--- src/rtl/core/round_robin_process_scheduler_assert.svh ---
// assertion helpers for the round-robin scheduler
// the including module provides clk and rst_n
`ifndef ROUND_ROBIN_PROCESS_SCHEDULER_ASSERT_SVH
`define ROUND_ROBIN_PROCESS_SCHEDULER_ASSERT_SVH

// same-cycle implication
`define RRPS_ASSERT_NOW(label, ante, cons) \
  label: assert property (@(posedge clk) disable iff (!rst_n) (ante) |-> (cons)) \
    else $error("rrps assertion failed");

// next-cycle implication
`define RRPS_ASSERT_NEXT(label, ante, cons) \
  label: assert property (@(posedge clk) disable iff (!rst_n) (ante) |=> (cons)) \
    else $error("rrps assertion failed");

`endif

--- src/rtl/core/rrps_pkg.sv ---
// ----------------------------------------------------------------------------
// rrps_pkg
// Types and constants shared by the round-robin scheduler modules.
// ----------------------------------------------------------------------------
`timescale 1ns / 1ps
`default_nettype none

package rrps_pkg;

  localparam int DEF_MAX_PROCS     = 16;
  localparam int DEF_FRACTION_BITS = 8;
  localparam int WT_W              = 40;
  localparam int CFG_ADDR_W        = 3;

  typedef enum logic [1:0] {
    ACT_LOAD  = 2'd0,
    ACT_STEP  = 2'd1,
    ACT_CLEAR = 2'd2,
    ACT_NONE  = 2'd3
  } action_t;

  typedef enum logic [2:0] {
    ST_DISPATCH = 3'd0,
    ST_IDLE     = 3'd1,
    ST_ALL_DONE = 3'd2,
    ST_LOADED   = 3'd3,
    ST_FULL     = 3'd4
  } status_t;

  typedef enum logic [3:0] {
    S_IDLE,
    S_SCAN_RD,
    S_SCAN_CMP,
    S_REQ,
    S_HEAD_RD,
    S_TBL_RD,
    S_DISP,
    S_DIV,
    S_FIN
  } state_t;

  typedef struct packed {
    action_t     action;
    logic [15:0] arrival_time;
    logic [15:0] service_time;
  } in_item_t;

  typedef struct packed {
    status_t         status;
    logic [3:0]      proc_index;
    logic [31:0]     slice_start;
    logic [15:0]     slice_length;
    logic            first_dispatch;
    logic            finished;
    logic [31:0]     finish_time;
    logic [31:0]     turnaround;
    logic [WT_W-1:0] weighted_turnaround;
  } out_item_t;

endpackage

`default_nettype wire

--- src/rtl/core/rrps_div.sv ---
// ----------------------------------------------------------------------------
// rrps_div
// Restoring divider, one quotient bit per cycle, 16-bit divisor.
// ----------------------------------------------------------------------------
`timescale 1ns / 1ps
`default_nettype none

module rrps_div #(
  parameter int QW = 40
) (
  input  wire logic          clk,
  input  wire logic          rst_n,
  input  wire logic          start,
  input  wire logic [QW-1:0] dividend,
  input  wire logic [15:0]   divisor,
  output logic               done,
  output logic [QW-1:0]      quotient
);

  localparam int CW = $clog2(QW + 1);

  logic [CW-1:0] cnt_r;
  logic          busy_r;
  logic          done_r;
  logic [15:0]   rem_r;
  logic [QW-1:0] q_r;
  logic [15:0]   dvs_r;
  logic [16:0]   trial;
  logic          qbit;

  assign trial = {rem_r, q_r[QW-1]};
  assign qbit  = (trial >= {1'b0, dvs_r});

  always_ff @(posedge clk) begin
    if (!rst_n) begin
      busy_r <= 1'b0;
      done_r <= 1'b0;
      cnt_r  <= '0;
    end else begin
      done_r <= 1'b0;
      if (start) begin
        busy_r <= 1'b1;
        cnt_r  <= CW'(QW);
      end else if (busy_r) begin
        cnt_r <= cnt_r - 1'b1;
        if (cnt_r == CW'(1)) begin
          busy_r <= 1'b0;
          done_r <= 1'b1;
        end
      end
    end
  end

  always_ff @(posedge clk) begin
    if (start) begin
      rem_r <= '0;
      q_r   <= dividend;
      dvs_r <= divisor;
    end else if (busy_r) begin
      rem_r <= qbit ? 16'(trial - {1'b0, dvs_r}) : trial[15:0];
      q_r   <= {q_r[QW-2:0], qbit};
    end
  end

  assign done     = done_r;
  assign quotient = q_r;

endmodule

`default_nettype wire

--- src/rtl/core/round_robin_process_scheduler.sv ---
// ----------------------------------------------------------------------------
// round_robin_process_scheduler
// Round-robin scheduler over a table of loaded processes.
// ----------------------------------------------------------------------------
// One item at a time. Load finishes through the result stage; clear and unused
// codes return to idle directly. A step visits each loaded entry (table read,
// compare) plus a closing step, and rescans after every admission; dispatch
// then reads the queue head and the table entry, and a finishing slice waits
// for the bit-serial divider. The table is read one entry at a time, which
// sets the scan cost. Results wait in an output register.
`timescale 1ns / 1ps
`default_nettype none

module round_robin_process_scheduler #(
  parameter int MAX_PROCS     = rrps_pkg::DEF_MAX_PROCS,
  parameter int FRACTION_BITS = rrps_pkg::DEF_FRACTION_BITS
) (
  input  wire logic                            clk,
  input  wire logic                            rst_n,
  input  wire logic                            in_valid,
  output logic                                 in_stall,
  input  wire rrps_pkg::in_item_t              in_data,
  output logic                                 out_valid,
  input  wire logic                            out_stall,
  output rrps_pkg::out_item_t                  out_data,
  input  wire logic                            psel,
  input  wire logic                            penable,
  input  wire logic                            pwrite,
  input  wire logic [rrps_pkg::CFG_ADDR_W-1:0] paddr,
  input  wire logic [31:0]                     pwdata,
  output logic [31:0]                          prdata,
  output logic                                 pready
);

  localparam int IDX_W = $clog2(MAX_PROCS);
  localparam int CNT_W = $clog2(MAX_PROCS + 1);
  localparam int QW    = 32 + FRACTION_BITS;
  localparam int WT_W  = rrps_pkg::WT_W;

  rrps_pkg::state_t    state_r, state_nxt;
  rrps_pkg::out_item_t res_r, out_r, res_idle;
  logic                out_valid_r;

  logic [15:0]          quantum_r;
  logic [CNT_W-1:0]     loaded_r, completed_r, count_r, scan_r;
  logic [IDX_W-1:0]     head_r, tail_r, best_r, requeue_idx_r;
  logic [MAX_PROCS-1:0] admitted_r, dispatched_r;
  logic                 requeue_pend_r, found_r;
  logic [31:0]          time_r, best_key_r;

  // table memory: arrival, service, remaining
  logic [47:0]      tbl_mem [MAX_PROCS];
  logic [47:0]      tbl_rdata_r;
  logic             tbl_we;
  logic [IDX_W-1:0] tbl_waddr, tbl_raddr;
  logic [47:0]      tbl_wdata;

  // ready queue memory
  logic [IDX_W-1:0] fifo_mem [MAX_PROCS];
  logic [IDX_W-1:0] fifo_rdata_r;
  logic             fifo_we;
  logic [IDX_W-1:0] fifo_wdata;

  logic             in_xfer, cfg_wr, scan_end, cand, better;
  logic [IDX_W-1:0] scan_idx;
  logic [15:0]      svc_in, q_eff, rem, run, rem_n, arr, svc;
  logic [31:0]      time_n, ta;
  logic [CNT_W-1:0] req_cnt;
  logic             div_start, div_done;
  logic [QW-1:0]    div_quot;
  logic             wt_sat;

  function automatic logic [IDX_W-1:0] ptr_inc(input logic [IDX_W-1:0] p);
    logic [IDX_W-1:0] r;
    r = (p == IDX_W'(MAX_PROCS - 1)) ? '0 : p + 1'b1;
    return r;
  endfunction

  assign in_xfer  = in_valid && !in_stall;
  assign in_stall = (state_r != rrps_pkg::S_IDLE);
  assign cfg_wr   = psel && penable && pwrite && pready;
  assign pready   = 1'b1;
  assign prdata   = (paddr == '0) ? {16'b0, quantum_r} : 32'b0;

  assign scan_idx = scan_r[IDX_W-1:0];
  assign scan_end = (scan_r >= loaded_r);
  assign arr      = tbl_rdata_r[47:32];
  assign svc      = tbl_rdata_r[31:16];
  assign rem      = tbl_rdata_r[15:0];
  assign cand     = !admitted_r[scan_idx] && ({16'b0, arr} <= time_r);
  assign better   = !found_r || ({arr, svc} < best_key_r);
  assign svc_in   = (in_data.service_time == 16'd0) ? 16'd1 : in_data.service_time;
  assign q_eff    = (quantum_r == 16'd0) ? 16'd1 : quantum_r;
  assign run      = (rem < q_eff) ? rem : q_eff;
  assign rem_n    = rem - run;
  assign time_n   = time_r + {16'b0, run};
  assign ta       = time_n - {16'b0, arr};
  assign req_cnt  = count_r + CNT_W'(requeue_pend_r);
  assign div_start = (state_r == rrps_pkg::S_DISP) && (rem_n == 16'd0);
  assign wt_sat   = |(div_quot >> WT_W);

  rrps_div #(.QW(QW)) u_div (
    .clk      (clk),
    .rst_n    (rst_n),
    .start    (div_start),
    .dividend (QW'(ta) << FRACTION_BITS),
    .divisor  (svc),
    .done     (div_done),
    .quotient (div_quot)
  );

  // next state
  always_comb begin
    state_nxt = state_r;
    unique case (state_r)
      rrps_pkg::S_IDLE: begin
        if (in_xfer) begin
          unique case (in_data.action)
            rrps_pkg::ACT_LOAD: state_nxt = rrps_pkg::S_FIN;
            rrps_pkg::ACT_STEP: begin
              state_nxt = (completed_r >= loaded_r) ? rrps_pkg::S_FIN
                                                    : rrps_pkg::S_SCAN_RD;
            end
            rrps_pkg::ACT_CLEAR,
            rrps_pkg::ACT_NONE: state_nxt = rrps_pkg::S_IDLE;
          endcase
        end
      end
      rrps_pkg::S_SCAN_RD: begin
        if (!scan_end) begin
          state_nxt = rrps_pkg::S_SCAN_CMP;
        end else if (!found_r) begin
          state_nxt = rrps_pkg::S_REQ;
        end
      end
      rrps_pkg::S_SCAN_CMP: state_nxt = rrps_pkg::S_SCAN_RD;
      rrps_pkg::S_REQ: begin
        state_nxt = (req_cnt == '0) ? rrps_pkg::S_FIN : rrps_pkg::S_HEAD_RD;
      end
      rrps_pkg::S_HEAD_RD: state_nxt = rrps_pkg::S_TBL_RD;
      rrps_pkg::S_TBL_RD:  state_nxt = rrps_pkg::S_DISP;
      rrps_pkg::S_DISP: begin
        state_nxt = (rem_n == 16'd0) ? rrps_pkg::S_DIV : rrps_pkg::S_FIN;
      end
      rrps_pkg::S_DIV: begin
        if (div_done) begin
          state_nxt = rrps_pkg::S_FIN;
        end
      end
      rrps_pkg::S_FIN: begin
        if (!out_valid_r || !out_stall) begin
          state_nxt = rrps_pkg::S_IDLE;
        end
      end
      default: state_nxt = rrps_pkg::S_IDLE;
    endcase
  end

  // memory control
  always_comb begin
    tbl_we     = 1'b0;
    tbl_waddr  = fifo_rdata_r;
    tbl_wdata  = {arr, svc, rem_n};
    tbl_raddr  = '0;
    fifo_we    = 1'b0;
    fifo_wdata = best_r;
    unique case (state_r)
      rrps_pkg::S_IDLE: begin
        tbl_waddr = loaded_r[IDX_W-1:0];
        tbl_wdata = {in_data.arrival_time, svc_in, svc_in};
        tbl_we    = in_xfer && (in_data.action == rrps_pkg::ACT_LOAD) &&
                    (loaded_r < CNT_W'(MAX_PROCS));
      end
      rrps_pkg::S_SCAN_RD: begin
        tbl_raddr = scan_idx;
        fifo_we   = scan_end && found_r;
      end
      rrps_pkg::S_REQ: begin
        fifo_we    = requeue_pend_r;
        fifo_wdata = requeue_idx_r;
      end
      rrps_pkg::S_TBL_RD: tbl_raddr = fifo_rdata_r;
      rrps_pkg::S_DISP:   tbl_we    = 1'b1;
      rrps_pkg::S_SCAN_CMP, rrps_pkg::S_HEAD_RD,
      rrps_pkg::S_DIV, rrps_pkg::S_FIN: ;
      default: ;
    endcase
  end

  // result of an item that finishes straight from idle
  always_comb begin
    res_idle = '0;
    if (in_data.action == rrps_pkg::ACT_LOAD) begin
      if (loaded_r < CNT_W'(MAX_PROCS)) begin
        res_idle.status     = rrps_pkg::ST_LOADED;
        res_idle.proc_index = 4'(loaded_r[IDX_W-1:0]);
      end else begin
        res_idle.status = rrps_pkg::ST_FULL;
      end
    end else begin
      res_idle.status      = rrps_pkg::ST_ALL_DONE;
      res_idle.slice_start = time_r;
    end
  end

  always_ff @(posedge clk) begin
    if (tbl_we) begin
      tbl_mem[tbl_waddr] <= tbl_wdata;
    end
    tbl_rdata_r <= tbl_mem[tbl_raddr];
  end

  always_ff @(posedge clk) begin
    if (fifo_we) begin
      fifo_mem[tail_r] <= fifo_wdata;
    end
    fifo_rdata_r <= fifo_mem[head_r];
  end

  // control and counters
  always_ff @(posedge clk) begin
    if (!rst_n) begin
      state_r        <= rrps_pkg::S_IDLE;
      quantum_r      <= 16'd1;
      loaded_r       <= '0;
      completed_r    <= '0;
      count_r        <= '0;
      head_r         <= '0;
      tail_r         <= '0;
      admitted_r     <= '0;
      dispatched_r   <= '0;
      requeue_pend_r <= 1'b0;
      requeue_idx_r  <= '0;
      time_r         <= '0;
      out_valid_r    <= 1'b0;
      scan_r         <= '0;
      found_r        <= 1'b0;
    end else begin
      state_r <= state_nxt;
      if (cfg_wr && paddr == '0) begin
        quantum_r <= pwdata[15:0];
      end
      priority if (state_r == rrps_pkg::S_FIN && (!out_valid_r || !out_stall)) begin
        out_valid_r <= 1'b1;
      end else if (out_valid_r && !out_stall) begin
        out_valid_r <= 1'b0;
      end else begin
        out_valid_r <= out_valid_r;
      end
      unique case (state_r)
        rrps_pkg::S_IDLE: begin
          if (in_xfer) begin
            scan_r  <= '0;
            found_r <= 1'b0;
            if (tbl_we) begin
              loaded_r <= loaded_r + 1'b1;
            end
            if (in_data.action == rrps_pkg::ACT_CLEAR) begin
              loaded_r       <= '0;
              completed_r    <= '0;
              count_r        <= '0;
              head_r         <= '0;
              tail_r         <= '0;
              admitted_r     <= '0;
              dispatched_r   <= '0;
              requeue_pend_r <= 1'b0;
              requeue_idx_r  <= '0;
              time_r         <= '0;
            end
          end
        end
        rrps_pkg::S_SCAN_RD: begin
          if (scan_end && found_r) begin
            admitted_r[best_r] <= 1'b1;
            tail_r  <= ptr_inc(tail_r);
            count_r <= count_r + 1'b1;
            scan_r  <= '0;
            found_r <= 1'b0;
          end
        end
        rrps_pkg::S_SCAN_CMP: begin
          if (cand && better) begin
            found_r <= 1'b1;
          end
          scan_r <= scan_r + 1'b1;
        end
        rrps_pkg::S_REQ: begin
          count_r        <= req_cnt;
          requeue_pend_r <= 1'b0;
          if (requeue_pend_r) begin
            tail_r <= ptr_inc(tail_r);
          end
          if (req_cnt == '0) begin
            time_r <= time_r + 32'd1;
          end
        end
        rrps_pkg::S_DISP: begin
          head_r                     <= ptr_inc(head_r);
          count_r                    <= count_r - 1'b1;
          dispatched_r[fifo_rdata_r] <= 1'b1;
          time_r                     <= time_n;
          if (rem_n == 16'd0) begin
            completed_r <= completed_r + 1'b1;
          end else begin
            requeue_pend_r <= 1'b1;
            requeue_idx_r  <= fifo_rdata_r;
          end
        end
        rrps_pkg::S_HEAD_RD, rrps_pkg::S_TBL_RD, rrps_pkg::S_DIV,
        rrps_pkg::S_FIN: ;
        default: ;
      endcase
    end
  end

  // result payload
  always_ff @(posedge clk) begin
    unique case (state_r)
      rrps_pkg::S_IDLE: res_r <= res_idle;
      rrps_pkg::S_SCAN_CMP: begin
        if (cand && better) begin
          best_r     <= scan_idx;
          best_key_r <= {arr, svc};
        end
      end
      rrps_pkg::S_REQ: begin
        res_r.status       <= rrps_pkg::ST_IDLE;
        res_r.slice_start  <= time_r;
        res_r.slice_length <= 16'd1;
      end
      rrps_pkg::S_DISP: begin
        res_r.status         <= rrps_pkg::ST_DISPATCH;
        res_r.proc_index     <= 4'(fifo_rdata_r);
        res_r.slice_start    <= time_r;
        res_r.slice_length   <= run;
        res_r.first_dispatch <= !dispatched_r[fifo_rdata_r];
        res_r.finished       <= (rem_n == 16'd0);
        res_r.finish_time    <= (rem_n == 16'd0) ? time_n : 32'd0;
        res_r.turnaround     <= (rem_n == 16'd0) ? ta : 32'd0;
      end
      rrps_pkg::S_DIV: begin
        if (div_done) begin
          res_r.weighted_turnaround <= wt_sat ? {WT_W{1'b1}} : WT_W'(div_quot);
        end
      end
      rrps_pkg::S_FIN: begin
        if (!out_valid_r || !out_stall) begin
          out_r <= res_r;
        end
      end
      rrps_pkg::S_SCAN_RD, rrps_pkg::S_HEAD_RD, rrps_pkg::S_TBL_RD: ;
      default: ;
    endcase
  end

  assign out_valid = out_valid_r;
  assign out_data  = out_r;

  `include "round_robin_process_scheduler_assert.svh"

  `RRPS_ASSERT_NOW(a_queue_bound, 1'b1, count_r <= loaded_r)
  `RRPS_ASSERT_NOW(a_done_bound, 1'b1, completed_r <= loaded_r)
  `RRPS_ASSERT_NOW(a_div_in_wait, div_done, state_r == rrps_pkg::S_DIV)
  `RRPS_ASSERT_NEXT(a_disp_pops, state_r == rrps_pkg::S_DISP, count_r == $past(count_r) - 1'b1)

endmodule

`default_nettype wire
--- config.mk ---
export PLATFORM = sky130hd
export DESIGN_NAME = round_robin_process_scheduler
export DESIGN_NICKNAME = d
export VERILOG_FILES = /design/src/rtl/core/rrps_pkg.sv /design/src/rtl/core/rrps_div.sv /design/src/rtl/core/round_robin_process_scheduler.sv
export VERILOG_INCLUDE_DIRS = /design/src /design/src/rtl/core
export SDC_FILE = /design/constraint.sdc
export NUM_CORES = 2
export LEC_CHECK = 0
export BUFFER_PORTS_ARGS = -buffer_cell sky130_fd_sc_hd__buf_4
export CORE_MARGIN = 1.5
export CORE_UTILIZATION = 45
export CTS_CLUSTER_SIZE = 25
export DETAILED_ROUTE_END_ITERATION = 6
export SYNTH_ARGS = -nofsm -noshare
export SYNTH_HDL_FRONTEND = slang
export SYNTH_SLANG_ARGS = --single-unit
--- constraint.sdc ---
create_clock -name clk -period 13.55 [get_ports clk]
set_clock_uncertainty 0.2 [all_clocks]
set_input_delay 2.0325 -clock clk [delete_from_list [all_inputs] [get_ports clk]]
set_output_delay 2.0325 -clock clk [all_outputs]
set_load 0.03 [all_outputs]
After elaboration in Yosys (flattened, before gate mapping)
Memory sizes are Yosys's and may differ from the RTL's. A register that Yosys moved wholly into a read port is not among the register bits.
Index checks and enable logic that the tools add are counted.
- eq/ne operators: 25
- bitwise operators: 4
- add/sub/neg operators: 14
- reduce and logical (&&, ||, !) cells: 58
- mux-type cells: 94
- magnitude comparators: 12
- operators with widths (kind ; count):
    32-bit two-way mux ; 6
    48-bit one-hot mux with 3 select lines ; 1
    66-bit one-hot mux with 2 select lines ; 1
    16-bit two-way mux ; 8
    40-bit two-way mux ; 3
    32-bit one-hot mux with 3 select lines ; 1
    40-bit one-hot mux with 2 select lines ; 1
    4-bit two-way mux ; 19
    16-bit one-hot mux with 2 select lines ; 2
    16-bit logical NOT ; 3
    48-bit two-way mux ; 1
    5-bit two-way mux ; 8
    4-bit one-hot mux with 9 select lines ; 1
    32-bit by 1-bit adder with 32-bit output, second input constant ; 1
    32-bit by 16-bit adder with 32-bit output ; 1
    16-bit by 32-bit <= comparator with 1-bit output ; 1
    32-bit < comparator ; 1
    16-bit bitwise OR ; 2
    4-bit one-hot mux with 2 select lines ; 4
    4-bit AND reduction ; 8
    16-bit subtractor ; 2
    32-bit by 16-bit subtractor with 32-bit output ; 1
    4-bit one-hot mux with 3 select lines ; 2
    5-bit by 1-bit adder with 5-bit output, second input constant ; 4
    47 further kinds ; 125
- logic and storage cells: 252
- input port bits: 76
- output and inout port bits: 196
- flip-flop bits (word level): 557
- memories kept: 2
- memory bits (writable): 832
- memories (name ; words ; bits a word ; rd ports ; clocked after Yosys merged registers in ; wr ports ; RTL line ; source):
    tbl_mem ; 16 ; 48 ; 1 ; 1 ; 1 ; round_robin_process_scheduler.sv:52 ; logic [47:0] tbl_mem [MAX_PROCS];
    fifo_mem ; 16 ; 4 ; 1 ; 1 ; 1 ; round_robin_process_scheduler.sv:59 ; logic [IDX_W-1:0] fifo_mem [MAX_PROCS];

Logic depth before layout (Yosys ltp)
- depth in word-level cells: 8
- gate-level depth with buffers: 29
- gate-level depth less buffers: 28

Modules after synthesis
Synthesis repeated with hierarchy kept, for this count alone.
- cell total of the unflattened synthesis: 4820
- area total of the unflattened synthesis: 61905.6 sq um
- modules (own cells, without submodules) (module ; instances ; seq. area each (sq um) ; area an instance (sq um) ; cells each):
    round_robin_process_scheduler ; 1 ; 39157.6 ; 57696.6 ; 4450
    rrps_div ; 1 ; 2162.1 ; 4209.0 ; 370

Least setup slack after synthesis
OpenSTA, ideal clock, no wires.
- kind: input to register
- start: in out_stall
- end: reg out_r (netlist bit out_data[0]) (enable)
- path slack: 2.827 ns
- data required time: 12.615 ns
- stages on the path: 1
- path buffers: 0
- setup time: 0.735 ns
- arrival time: 9.788 ns
- path through: a21oi_1
- cells in the longest elaborated chain, start to end: 3
- RTL lines (what ; RTL line ; source):
    start, declared ; round_robin_process_scheduler.sv:24 ; input wire logic out_stall,
    1-bit logical NOT ; round_robin_process_scheduler.sv:347 ; if (!out_valid_r || !out_stall) begin
    1-bit logical OR ; round_robin_process_scheduler.sv:347 ;
    2-bit AND reduction (no line) ; n/a ;
    end signal, assigned ; round_robin_process_scheduler.sv:348 ; out_r <= res_r;
    end, declared ; round_robin_process_scheduler.sv:41 ; rrps_pkg::out_item_t res_r, out_r, res_idle;
Every way passes these cells.
A chain may end at the register's enable or synchronous reset.

Final worst setup path
- start: reg quantum_r[12]
- end: reg u_div.q_r[39] (netlist: u_div.quotient[39]) (data pin)
- elaborated cells on any way between the ends: 10
- those cells by class: add/sub (3); order compare (1); mux (3); reduce/logical (3)
- RTL lines (what ; RTL line ; source):
    start, declared ; round_robin_process_scheduler.sv:44 ; logic [15:0] quantum_r;
    start signal, assigned ; round_robin_process_scheduler.sv:241 ; quantum_r <= pwdata[15:0];
    16-bit logical NOT ; round_robin_process_scheduler.sv:93 ; assign q_eff = (quantum_r == 16'd0) ? 16'd1 : quantum_r;
    16-bit two-way mux * ; round_robin_process_scheduler.sv:93 ;
    16-bit < comparator ; round_robin_process_scheduler.sv:94 ; assign run = (rem < q_eff) ? rem : q_eff;
    16-bit two-way mux * ; round_robin_process_scheduler.sv:94 ;
    32-bit by 16-bit adder with 32-bit output * ; round_robin_process_scheduler.sv:96 ; assign time_n = time_r + {16'b0, run};
    net time_n[10] ; round_robin_process_scheduler.sv:67 ; logic [31:0] time_n, ta;
    32-bit by 16-bit subtractor with 32-bit output * ; round_robin_process_scheduler.sv:97 ; assign ta = time_n - {16'b0, arr};
    40-bit two-way mux * ; rrps_div.sv:55 ; if (start) begin
    end signal, assigned ; rrps_div.sv:57 ; q_r <= dividend;
    end signal, assigned ; rrps_div.sv:61 ; q_r <= {q_r[QW-2:0], qbit};
    end, declared ; rrps_div.sv:26 ; logic [QW-1:0] q_r;
Mark *: on every way through the listed nets, which the timed path passes. The rest lies on a longest branch.

==> impl_results.md <==
* Status: finished clean
* Mux contribution to synthesized area at 0.0174
* Crit Reg-Reg Startpoint: quantum_r[12]$_SDFFE_PN0P_
* Max_cap viols at 0
* R2R depth at 25
* Fin. Hold Viols at 0
* Mapped cell area at 61500 um2
* Setup CP Type: flop to flop
* P_leak at 25.0 nW
* Max_slew headroom at 0.224
* Gr usage total at 0.227
* Adder-Cell Fraction of Synth Area at 0.0329
* Top_reg_cell synth: edfxtp_1
* First-pass GRT wire length at 239000 um
* Worst Setup SP: quantum_r[12]$_SDFFE_PN0P_
* Die Wd at 373 um
* CP endpoint kind: flop
* Worst Tran Pin Value at 1.16 ns
* Max VDD drop at 0.000117 V
* Critical path arrival at 8.55 ns
* Slew Viols, Final at 0
* TritonCTS clock tree: built
* Largest net degree at the start of global routing at 226
* Vias in the first global route at 37510
* CTS Buf Count at 153
* XOR/XNOR Fraction of Synth Area at 0.0136
* CP Capture Point: u_div.quotient[39]$_DFFE_PP_
* Clock sink total at 1441
* Gpl congestion at 0.899
* Core Footprint at 136000 um2
* Ratio of cells with drive above 1 in the final layout at 0.125
* Rows at 135
* Mean routed wirelength per cell at 23.1 um
* Ys async rst share at 0
* Post-synth EDFFs at 1238
* Postcts setup bufs at 0
* Area delta synth->final at 14.0%
* Synthesized area per cell at 12.7 um2
* Post-Synthesis Cells at 4827
* CTS root buf: clkbuf_16
* Pwr per Cell Area at 135 nW/um2
* Vias per Instance at 5.75
* Resized cells post-CTS at 0
* R2R Setup Slk at 5.32 ns
* Input/output buffers at 238
* Cell variety after synth at 91
* Placed wire-length estimate at 96300 um
* Initial DRT Pass Iterations at 6
* I/O pin total at 272
* Antenna violations before repair at 3
* FF-to-FF End: u_div.quotient[39]$_DFFE_PP_
* Worst-path fanout max at 19
* CTS clk-pin slew, worst paths at 0.06 ns
* Initial Util at 0.454
* Final setup vio count at 0
* Overall die area at 139000 um2
* Flop and latch count out of synthesis at 1441
* Net count of the finished layout at 5255
* Worst hold path class: flop to flop
* Hold WS at 0.213 ns
* Fin crit share at 0.608
* Detailed router's first-iteration violation count at 3780
* RSZ-0062 raised after global routing: no
* Yosys Warn Count at 0
* Clock Path Buffers at 3
* Compound-cell area share of the yosys netlist at 0.123
* Critical Path RT at 13.86 ns
* CTS H-tree depth at 4
* Largest family of logic cells by synthesized area: compound AO/OA/AOI/OAI gates
* Worst setup SP type: flop
* Simple-Gate Fraction of Synth Area at 0.113
* GR Overflow Total at 0
* Max Freq at 121 MHz
* DR vias at 39823
* Post-route DRC at 0
* Height of the die at 373 um
* Setup TNS at 0 ns
* Min Tclk post-route at 8.23 ns
* Seq/Total Area, Yosys at 0.670
* Clock latency on the worst-skew pair at 0.78 ns
* Post-Route WL at 160000 um
* Antenna viol nets, final at 0
* Hold-fix buffers at CTS at 0
==> worst min-delay path by stage <==
| stage | start | to | slack (ns) | cells after the start |
|---|---|---|---|---|
| 2_1_floorplan | res_r[0]$_SDFFCE_PN0P_ | out_data[0]$_DFFE_PP_ | 0.20 | 0 |
| 3_3_place_gp | res_r[21]$_SDFFCE_PN0P_ | out_data[21]$_DFFE_PP_ | 0.20 | 0 |
| 3_5_place_dp | res_r[103]$_SDFFCE_PN0P_ | out_data[103]$_DFFE_PP_ | 0.20 | 0 |
| 4_1_cts | res_r[2]$_SDFFCE_PN0P_ | out_data[2]$_DFFE_PP_ | 0.21 | 0 |
| 5_1_grt | res_r[2]$_SDFFCE_PN0P_ | out_data[2]$_DFFE_PP_ | 0.22 | 0 |
| 6_report | res_r[47]$_SDFFCE_PN0P_ | out_data[47]$_DFFE_PP_ | 0.21 | 0 |
==> placed cells by master (no fill, tap or decap), types with 72 or more instances in the layout <==
cell type	instances
a211oi_1	259
dfxtp_1	203
o21ai_0	116
nand2_1	614
a21oi_1	251
and2_1	239
ha_1	154
a31oi_1	140
inv_1	163
a311oi_1	98
buf_4	322
nor2_1	266
and3_1	72
edfxtp_1	1238
clkbuf_16	157
==> synthesized netlist by cell type (56+ instances only) <==
cell,instances,area share
edfxtp_1,1238,0.60
a31oi_1,140,0.014
a311oi_1,98,0.014
nand3_1,56,0.0046
and3_1,72,0.0073
a21o_1,71,0.0087
a21oi_1,253,0.021
dfxtp_1,203,0.066
xnor2_1,56,0.0080
ha_1,154,0.031
inv_1,163,0.0099
nand2_1,619,0.038
clkbuf_1,254,0.015
nor2_1,286,0.017
and2_1,239,0.024
o21ai_0,116,0.0094
a211oi_1,259,0.032
==> per-layer routing <==
layer / track usage / part of all wire / vias to the layer above
li1: - / - / 18448
met1: 0.312 / 0.43 / 19762
met2: 0.367 / 0.47 / 1345
met3: 0.0345 / 0.061 / 268
met4: 0.0778 / 0.030 / 0
met5: 0 / 0 / -
==> sequential cells by signal, indices dropped and copies added, names as in the netlist, 16 cells and up <==
name	flops
tbl_rdata_r	48
out_data	161
dispatched_r	16
fifo_mem	64
res_r	161
quantum_r	16
u_div.quotient	40
best_key_r	32
u_div.dvs_r	16
admitted_r	16
time_r	32
u_div.rem_r	16
tbl_mem	768
==> logic make-up after synthesis <==
group | after synthesis
xor+xnor | 95
other cells | 2
compound gates | 1115
simple gates | 1478
flops | 1441
fa+ha+maj | 159
mux | 69
buf+inv | 468
==> critical path, stage by stage (launching register included) <==
cell and delay [ns]:
dfxtp_1 0.39, inv_1 0.06, ha_1 0.29, and3_1 0.20, a221oi_2 0.30, o2111ai_1 0.21
o22ai_4 0.61, mux2i_1 0.82, inv_1 0.15, ha_1 0.39, o21ai_0 0.26, a32oi_1 0.11
a41oi_2 0.51, xor2_1 0.42, inv_1 0.09, ha_1 0.34, o21ai_0 0.19, o21bai_1 0.14
nor4_1 0.27, a21oi_1 0.22, a311oi_1 0.45, o211ai_1 0.24, or3_1 0.43, nor3_2 0.19
xor2_1 0.37, o2bb2ai_1 0.13
==> power breakdown <==
part	internal, mW	switching [mW]
registers	4.92	0.0400
clock network	2.35	1.71
logic	0.145	0.322
==> metrics by stage <==
| stage | util | cell area [um2] | setup slack (ns) | std cells | power [mW] |
|---|---|---|---|---|---|
| 6_report | 0.517 | 70100 | 5.32 | 6928 | 9.48 |
| 2_1_floorplan | - | 61600 | 2.83 | 4842 | 5.33 |
| 4_1_cts | 0.517 | 70100 | 5.41 | 6927 | 9.55 |
| 3_5_place_dp | 0.481 | 65300 | 5.43 | 6646 | 5.52 |
| 5_1_grt | 0.517 | 70100 | 4.85 | 6928 | 9.77 |
| 3_3_place_gp | 0.481 | 65300 | 5.46 | 6646 | 5.51 |
==> layout make-up <==
cell class                      count  area (um2)
Fill cell                       11571       65500
Sequential cell                  1441       41200
Multi-Input combinational cell   2933       18700
Clock buffer                      205        4200
Timing Repair Buffer              324        2460
Tap cell                         1781        2230
Clock inverter                     76         664
Inverter                          167         627
Antenna cell                        1        2.50
(Power assumes the default switching activity.)
